$ cat config.mk
export PLATFORM = sky130hd
export DESIGN_NAME = bba_ram
export DESIGN_NICKNAME = d
export VERILOG_FILES = /design/src/design/bba_ram.sv
export SDC_FILE = /design/constraint.sdc
export NUM_CORES = 2
export LEC_CHECK = 0
export BUFFER_PORTS_ARGS = -buffer_cell sky130_fd_sc_hd__buf_2
export CAP_MARGIN = 20
export CORE_MARGIN = 3
export CORE_UTILIZATION = 55
export CTS_CLUSTER_SIZE = 25
export DETAILED_ROUTE_END_ITERATION = 8
export PLACE_DENSITY_LB_ADDON = 0.08
export REMOVE_ABC_BUFFERS = 1
export SYNTH_ARGS = -nofsm -noshare
export SYNTH_HDL_FRONTEND = slang
export SYNTH_SLANG_ARGS = --single-unit
$ cat constraint.sdc
create_clock -name clk -period 5.1 [get_ports clk]
set_clock_uncertainty 0.2 [all_clocks]
set_input_delay 0.765 -clock clk [delete_from_list [all_inputs] [get_ports clk]]
set_output_delay 0.765 -clock clk [all_outputs]
set_load 0.03 [all_outputs]
$ cat src/design/bba_ram.sv
// Generic single-port-write, single-port-read RAM with a registered read.
// Used for the block free map; no dependencies.
`timescale 1ns / 1ps

module bba_ram #(
    parameter int WIDTH = 32,
    parameter int DEPTH = 128
) (
    input  logic                     clk,
    input  logic                     we,
    input  logic [$clog2(DEPTH)-1:0] waddr,
    input  logic [WIDTH-1:0]         wdata,
    input  logic                     re,
    input  logic [$clog2(DEPTH)-1:0] raddr,
    output logic [WIDTH-1:0]         rdata
);

    logic [WIDTH-1:0] mem [DEPTH];

    always_ff @(posedge clk)
    begin
        if (we)
        begin
            mem[waddr] <= wdata;
        end
        if (re)
        begin
            rdata <= mem[raddr];
        end
    end

endmodule

## Word-level counts from Yosys, hierarchy flattened

Memory sizes are Yosys's and may differ from the RTL's. A register that Yosys moved wholly into a read port is not among the register bits.
Index checks and enable logic that the tools add are counted.

| word-level totals | value |
|---|---|
| bits in writable memories | 4096 |
| register bits | 0 |
| memories kept | 1 |
| output and inout port bits | 32 |

Memories:

| name | depth | width | read ports | clocked after memory_dff | write ports | RTL line | source |
|---|---|---|---|---|---|---|---|
| mem | 128 | 32 | 1 | 1 | 1 | 18 | `logic [WIDTH-1:0] mem [DEPTH];` |

| cells by class | value |
|---|---|
| mux-type cells | 2 |

Operator list:

| kind | number |
|---|---|
| two-way mux 1 bit | 2 |

## Longest topological paths before layout

| logic depth | value |
|---|---|
| depth after elaboration | 2 |
| depth in mapped cells | 8 |
| depth with buffers taken out | 4 |

## Worst setup path before layout

OpenSTA, ideal clock, no wires.

| path | value |
|---|---|
| path kind | input to register |
| start point | input we |
| end point | memory mem[98][0], enable pin |
| arrival time | 3543 ps |
| library setup time | 461 ps |
| path buffers | 1 |
| stages on the path | 3 |
| required time | 4439 ps |
| path slack | 896 ps |
| path through | clkbuf_1 -> nand4_1 -> nor3_1 |

| between the ends | value |
|---|---|
| word-level cells in the longest chain between the ends | 2 |

RTL lines:

| what | RTL line | source |
|---|---|---|
| start, declared | 10 | `input logic we,` |
| two-way mux 1 bit | 22 | `if (we)` |
| two-way mux 1 bit (not written as such) | 24 | `mem[waddr] <= wdata;` |
| end, declared | 18 |  |

No other way between the ends.

==> flow_summary.yaml <==
outcome:
  status: "completed"
die:
  die_x_um: 540
  dieArea_um2: 291000
  start_util: 0.554
  coreArea_um2: 283000
  die_h_um: 540
  row_count: 195
  io-pin-count: 81
timing:
  hold_viol_final: 0
  worst_pin_slew_ns: 1.16
  post-route-min-period_ns: 3.55
  max_freq_mhz: 282
  slew_viol_final: 0
  finalCritPeriodShare: 0.696
  rsz0062_at_grt: "no"
  report.final.setup_viol: 0
  fin_tns_setup_ns: 0
  relSlewSlack: 0.225
  hold_slack_ns: 0.165
global_routing:
  grt-ovfl-total: 0
  grt_pass1_vias: 71600
  grt_max_degree: 95
  grt_pass1_wl_um: 561000
  antenna_found_initial: 50
  grtUsageTotal: 0.277
placed_design:
  dp.final_hpwl_um: 223000
  portBuffers: 80
  gp_routability_congestion: 0.812
layout:
  multi_input_area_um2: 32300
  synthToLayoutAreaGrowth_pct: 13.9
  layout-drive-gt1-share: 0.364
  final-seq-area_um2: 124000
  fillCellCount: 18400
  fin_nets: 6560
clock_tree:
  cts_setup_buffers: 0
  insertion_delay_ns: 0.94
  cts_max_path_buffers: 4
  htree_levels: 5
  cts_tree: "yes"
  postCtsResizedCells: 0
  path_clk_slew_ns: 0.06
  clock_sink_count: 4128
  numCtsBuffers: 409
  cts_root_buf: "clkbuf_16"
yosys:
  synthArstFlopShare: 0
  yosysTopAreaCellShare: 0.792
  synth_top_area_cell: "edfxtp_1"
  ys_seq_elements: 4128
  netlist_area_um2: 157000
  avgSynthCellArea_um2: 26.1
  synthTopCellsByArea: "edfxtp_1 (79%), mux4_2 (19%), clkbuf_1 (0.44%)"
  ys_seq_area_frac: 0.792
  synthDistinctLibCells: 16
  yosys_warnings: 0
  synthFlopType: "edfxtp_1"
  synthCells: 5990
  synth-edff-count: 4128
pwr:
  power_density_nw_per_um2: 398
  p_leak_uw: 0.0548
  peakVddDrop_uv: 339
setup_path:
  critPathKind: "primary input to flop"
  cp.arrival_ns: 4.03
  cp.required_ns: 5.58
  start_kind: "primary input"
  end_kind: "flop"
  cp_max_fo: 51
detailed_routing:
  vias: 70500
  avgRoutedWirePerCell_um: 37.6
  drt_pass1_iterations: 5
  drt_iter0_drc: 9165
  ant_nets: 0
  via_per_inst: 6.63
  routed_wl_um: 399000
  route.detailed.drc: 0
job:
  cap_viol_max_count: 0
worst_hold_path:
  min_path_type: "primary input to flop"
==> worst max-delay path, stage by stage <==
cell and delay (ns):
buf_8 0.36, buf_12 0.27, buf_12 0.31, buf_4 0.30, mux4_2 0.34, mux4_2 0.60, mux4_2 0.64, mux2_2 0.31
==> where the power goes <==
| part | internal [µW] | switching, µW |
|---|---|---|
| clock | 17300 | 12400 |
| sequential | 37500 | 104 |
| combinational | 1420 | 2250 |
==> placed cells by master, fill, tap and decap left out, types with 8 or more instances in the layout <==
cell / netlist / layout
clkinv_2: 0 / 68
clkinvlp_4: 0 / 8
mux2_2: 32 / 32
nor3_2: 0 / 9
edfxtp_1: 4128 / 4128
bufinv_16: 0 / 45
diode_2: 0 / 44
nor2_4: 0 / 119
clkbuf_16: 0 / 419
buf_4: 3 / 299
clkbuf_1: 182 / 93
nand3_1: 12 / 8
nand2_1: 14 / 11
clkinv_1: 0 / 96
buf_2: 79 / 42
buf_12: 0 / 79
mux4_2: 1344 / 1344
==> final timing paths <==
check                                            start                   to  slack (ns)  cells after the start
worst max-delay path                          raddr[2]   rdata[0]$_DFFE_PP_        1.55                      8
worst min-delay path                                re  rdata[16]$_DFFE_PP_        0.16                      1
worst min register to register  mem[108][31]$_DFFE_PP_  rdata[31]$_DFFE_PP_        1.00                      4
worst max register to register   mem[86][19]$_DFFE_PP_  rdata[19]$_DFFE_PP_        2.16                      4
==> sequential cells by signal (all words and copies together) (netlist names) <==
name / count
mem: 4096
rdata: 32
==> synth_stat cells (7+ instances only) <==
library cell / number
buf_1: 50
nor2b_1: 7
nand2_1: 14
nor2_1: 122
clkbuf_1: 182
buf_2: 79
mux2_2: 32
nand3_1: 12
nor3_1: 9
mux4_2: 1344
edfxtp_1: 4128
==> routing by layer <==
layer / GRT usage / routed length [µm]
met1: 0.409 / 161000
met2: 0.419 / 189000
met3: 0.0695 / 38600
met4: 0.0811 / 11300
met5: 0 / 40
==> metrics by stage <==
stage | area [µm²] | util | instances | worst slack (ns) | power (µW)
6_report | 178000 | 0.631 | 10600 | 1.55 | 71000
5_1_grt | 178000 | 0.630 | 10600 | 1.55 | 73000
4_1_cts | 178000 | 0.630 | 10600 | 1.61 | 71500
3_5_place_dp | 165000 | 0.584 | 9840 | 0.587 | 42000
3_3_place_gp | 165000 | 0.584 | 9840 | 0.578 | 42000
2_1_floorplan | 155000 | - | 5674 | 0.929 | 39700
==> final cells by class <==
class | count | area share
Tap cell | 3743 | 0.0263
Antenna cell | 44 | 0.000617
Sequential cell | 4128 | 0.695
Multi-Input combinational cell | 1546 | 0.181
Clock inverter | 237 | 0.0131
Timing Repair Buffer | 426 | 0.0232
Clock buffer | 512 | 0.0607
==> cells by family (layout without fill, tap and decap cells) <==
| kind of cell | Yosys count | after routing | synth area share |
|---|---|---|---|
| buf+inv | 316 | 1175 | 0.00837 |
| flops | 4128 | 4128 | 0.792 |
| mux | 1376 | 1376 | 0.196 |
| other cells | 0 | 44 | 0 |
| simple gates | 170 | 170 | 0.00445 |
==> what timing repair did <==
item | in CTS | in global routing
setup endpoints to repair | 0 | 0
hold buffers | 0 | 1
endpoints found under the hold margin | 0 | 1
(Power assumes the default switching activity.)
