$ cat config.mk
export PLATFORM = sky130hd
export DESIGN_NAME = bba_find
export DESIGN_NICKNAME = d
export VERILOG_FILES = /design/src/design/bba_pkg.sv /design/src/design/bba_find.sv
export SDC_FILE = /design/constraint.sdc
export NUM_CORES = 1
export LEC_CHECK = 0
export ABC_AREA = 1
export BUFFER_PORTS_ARGS = -buffer_cell sky130_fd_sc_hd__buf_2
export CAP_MARGIN = 20
export CORE_MARGIN = 2
export CORE_UTILIZATION = 25
export DETAILED_ROUTE_END_ITERATION = 10
export PLACE_DENSITY = 0.56
export SYNTH_ARGS = -nofsm -noshare
export SYNTH_HDL_FRONTEND = slang
export SYNTH_SLANG_ARGS = --single-unit
export TNS_END_PERCENT = 5
$ cat constraint.sdc
create_clock -name vclk -period 5.2
set_clock_uncertainty 0.05 [all_clocks]
set_input_delay 0.52 -clock vclk [all_inputs]
set_output_delay 0.52 -clock vclk [all_outputs]
set_load 0.05 [all_outputs]
$ cat src/design/bba_pkg.sv
// Package for the block bitmap allocator.
// Holds the map geometry constants, request and status codes and the sequencer states.
// No dependencies.
`timescale 1ns / 1ps

package bba_pkg;

    localparam int MAX_BLOCKS = 4096;
    localparam int WORD_BITS  = 32;
    localparam int MAP_WORDS  = (MAX_BLOCKS + WORD_BITS - 1) / WORD_BITS;
    localparam int WORD_IDX_W = $clog2(MAP_WORDS);
    localparam int BIT_IDX_W  = $clog2(WORD_BITS);
    localparam int BLK_W      = $clog2(MAX_BLOCKS);
    localparam int CNT_W      = BLK_W + 1;

    localparam logic KIND_ALLOC = 1'b0;
    localparam logic KIND_FREE  = 1'b1;

    typedef enum logic [1:0] {
        STATUS_DONE  = 2'd0,
        STATUS_FULL  = 2'd1,
        STATUS_RANGE = 2'd2
    } status_t;

    typedef enum logic [1:0] {
        ST_IDLE,
        ST_SCAN,
        ST_FREE
    } state_t;

endpackage

$ cat src/design/bba_find.sv
// First-free finder: the shared compare unit that locates the lowest set bit of a map word.
// Depends on bba_pkg for the word width.
`timescale 1ns / 1ps

module bba_find
    import bba_pkg::*;
(
    input  logic [WORD_BITS-1:0] free_bits,
    output logic                 found,
    output logic [BIT_IDX_W-1:0] bit_idx
);

    always_comb
    begin
        found   = 1'b0;
        bit_idx = '0;
        for (int i = WORD_BITS - 1; i >= 0; i--)
        begin
            if (free_bits[i])
            begin
                found   = 1'b1;
                bit_idx = BIT_IDX_W'(i);
            end
        end
    end

endmodule

== After elaboration in Yosys (flattened, before gate mapping) ==
Cells that the tools add are included.

* Add/subtract/negate cells: 0
* Multipliers: 0
* Div/mod/pow operators: 0
* Order comparisons: 0
* Equality and inequality tests: 0
* Shift operators: 0
* Multiplexer cells: 64
* Bitwise logic cells: 0
* Reduce and logical (&&, ||, !) cells: 0

{| class="wikitable"
|+ Operator list
! cell !! count
|-
| 5-bit two-way mux || 32
|-
| 1-bit two-way mux || 32
|}

* Bits in registers: 0
* Latch bits: 0
* Bits in writable memories: 0
* Bits in read-only memories: 0
* Input port bits: 32
* Output and inout port bits: 6
* Word-level logic and storage cells: 64
* Memories kept: 0

== Longest topological paths before layout ==
* Word-level depth: 32
* Mapped depth: 31
* Depth with buffers taken out: 31

== Least setup slack after synthesis ==
Ideal clock, no wire load.

* Path kind: input -> output
* Start point: input free_bits[3]
* End point: output bit_idx[4]
* Arrival: 2.510 ns
* Data required time: 4.630 ns
* Path slack: 2.120 ns
* Stages on the path: 5
* Buffers on the path: 0
* Path through: nor4_1 -> inv_1 -> nor2_1 -> inv_1 -> nor4_1

* Word-level cells in the longest chain between the ends: 4

{| class="wikitable"
|+ Ends and longest elaborated chain
! what !! line !! source
|-
| from (decl) || bba_find.sv:8 || <nowiki>input logic [WORD_BITS-1:0] free_bits,</nowiki>
|-
| 5-bit two-way mux (4 in a row) || bba_find.sv:19 || <nowiki>if (free_bits[i])</nowiki>
|-
| to (decl) || bba_find.sv:10 || <nowiki>output logic [BIT_IDX_W-1:0] bit_idx</nowiki>
|}

Every way passes these cells.

== Worst setup path after layout ==
* Start point: input free_bits[30]
* End point: output bit_idx[0]

* Word-level cells in the longest chain between the ends: 31

{| class="wikitable"
|+ Ends and longest elaborated chain
! what !! line
|-
| 5-bit two-way mux (31 in a row) || bba_find.sv:19
|}

Every way passes these cells.

==> qor.csv <==
stage,metric,value,unit
status,status,"finished, final reports clean",
drt,wl_per_cell,6.77,um
cts,cts_hold_buf,0,
drt,num_vias,664,
final_layout,n_fill_cell,214,
grt,grt_max_degree,4,
synth,seq_area_frac_synth,0,%
placed_design,placement.cell_area,654,sq um
grt,grt_most_used_layer,met2,
worst_setup_path,critPathSlowestCell,buf_2,
final_layout,seqCellArea,0,sq um
final_layout,final_core_util,38.7,%
synth,syn_area,443,sq um
synth,avgSynthCellArea,4.14,sq um
timing,rsz0062_at_grt,false,
worst_setup_path,cp-start-kind,input pin,
worst_setup_path,critPathMaxFanout,2,
timing,max_freq,0.339,GHz
grt,overflow,0,
final_layout,clock_buffers,0,
worst_setup_path,crit_buf_inv,3,
hold_path,hp-start,free_bits[0],
final_layout,layout_common_cells,"nand2_1 (42), buf_2 (38), inv_1 (31)",
synth,yosysUniqueCellTypes,15,
synth,syn-num-nets,139,
power_and_ir_drop,seqPwrFrac,0,%
synth,synth-compound-area-share,15.0,%
floorplanning,design.core.area,1690,sq um
worst_setup_path,arrival,2.38,ns
timing,relSlewSlack,77.9,%
placed_design,placement.io_buffers,38,
hold_path,min_to,bit_idx[0],
power_and_ir_drop,leakagePower,0.455,nW
power_and_ir_drop,internal_power,0.0000177,W
placed_design,gp_congestion,0.739,
floorplanning,ios,38,
worst_setup_path,max_stage_delay,0.27,ns
power_and_ir_drop,ir_drop,0.0196,mV
synth,synth_top_family_by_area,simple AND/OR/NAND/NOR gates,
run,drv_cap,0,
floorplanning,die_h,46.1,um
drt,drt_iter0_drc,9,
grt,antenna_found_initial,0,
final_layout,drive_gt1_share,29.0,%
grt,grt_pass1_wl,1730,um
floorplanning,core.rowCount,15,
cts,postCtsSetupRepairBufs,0,
final_layout,seq_cell_count,0,
synth,synthMuxAreaShare,0,%
timing,maxSlewViolCount,0,
placed_design,post-place-ws,2.22,ns
drt,firstDrtPassIters,4,
drt,drc,0,
grt,use_met3,0,%
synth,synth_adder_area_share,0,%
timing,timing.final.crit_share,56.7,%
final_layout,postLayoutCellArea,654,sq um
worst_setup_path,cp_common_cell,nand2_1,
grt,grt_util_met1,12.8,%
floorplanning,die_w,46.1,um
floorplanning,initial_utilization,26.2,%
drt,viasPerCell,4.10,
power_and_ir_drop,pwr-share-clk,0,%
timing,setup_violations,0,
hold_path,min_path_type,input pin to output pin,
power_and_ir_drop,comb_power_share,100.0,%
final_layout,antenna_cells,0,
final_layout,layout_commonest_cell,nand2_1,
cts,postCtsResizedCells,0,
power_and_ir_drop,sw_frac_of_total,57.1,%
synth,yosys_warnings,0,
hold_path,hold_depth,3,
final_layout,fin_nets,179,
synth,syn_inst,107,
timing,max_slew.worst_pin.slew,0.329,ns
grt,grt_pass1_vias,505,
timing,fin_setup_tns,0,ns
grt,met2_usage,19.7,%
timing,hold_viol,0,
timing,worst_slack,2.25,ns
worst_setup_path,endpoint_kind,output pin,
drt,drtAntennaViolNets,0,
synth,synthSimpleGateAreaFrac,56.2,%
grt,track_usage,10.0,%
floorplanning,die_area,2120,sq um
worst_setup_path,cpLargestDelayFamily,simple AND/OR/NAND/NOR gates,
power_and_ir_drop,switching_power,0.0000236,W
final_layout,area_growth,47.7,%
drt,drt_wl_total,1100,um
placed_design,place_hpwl,1030,um
worst_setup_path,path_class,input pin to output pin,
timing,min_period,2.95,ns
power_and_ir_drop,power_density,63.1,nW/um^2
synth,synth_xor_area_share,0,%
worst_setup_path,critPathRequiredTime,4.63,ns
[cells by family after synthesis]
family | count (synthesis)
buf+inv | 34
compound gates | 10
simple gates | 63
[layout make-up]
type | count | area [sq um] | share of cell area (%)
multi-input combinational | 73 | 315 | 48.2
timing repair buffer | 38 | 190 | 29.1
inverter | 34 | 128 | 19.5
tap | 17 | 21.3 | 3.25
[power by group through the flow]
stage / registers, W / logic [W] / clock network (W)
3_3_place_gp: 0 / 0.0000409 / 0
4_1_cts: 0 / 0.0000417 / 0
5_1_grt: 0 / 0.0000473 / 0
6_report: 0 / 0.0000413 / 0
2_1_floorplan: 0 / 0.0000228 / 0
3_5_place_dp: 0 / 0.0000416 / 0
[Yosys cell counts, drive strengths merged]
cell type	number	share of area (%)
a21oi	4	5.4
o31ai	1	1.7
nor2	14	12
a311oi	1	2.0
inv	34	29
nor3	2	2.3
o21ai	1	1.1
nand2	42	36
o21bai	1	1.7
nor4	3	4.2
nand3	2	2.3
a31oi	1	1.4
a211oi	1	1.7
[metal layers]
metal / up-vias / wire [um]
met5: - / 0
met4: 0 / 0
met3: 0 / 29
met2: 11 / 525
met1: 263 / 540
li1: 390 / -
[how the worst max path moves through the flow]
| stage | from | endpoint | slack, ns | cells after the start |
|---|---|---|---|---|
| finish | free_bits[30] | bit_idx[0] | 2.25 | 33 |
| global route | free_bits[30] | bit_idx[0] | 1.89 | 33 |
| global placement | free_bits[30] | bit_idx[0] | 2.26 | 33 |
| CTS | free_bits[30] | bit_idx[0] | 2.22 | 33 |
| detailed placement | free_bits[30] | bit_idx[0] | 2.22 | 33 |
| floorplan | free_bits[3] | bit_idx[4] | 2.12 | 5 |
[stage by stage]
| stage | power [W] | hold WS, ns | cells |
|---|---|---|---|
| CTS | 0.0000417 | 1.34 | 162 |
| global route | 0.0000473 | 1.35 | 162 |
| detailed placement | 0.0000416 | 1.34 | 162 |
| floorplan | 0.0000228 | 1.08 | 107 |
| global placement | 0.0000409 | 1.33 | 162 |
| finish | 0.0000413 | 1.33 | 162 |
No activity file was read; power rests on OpenSTA's default activity.
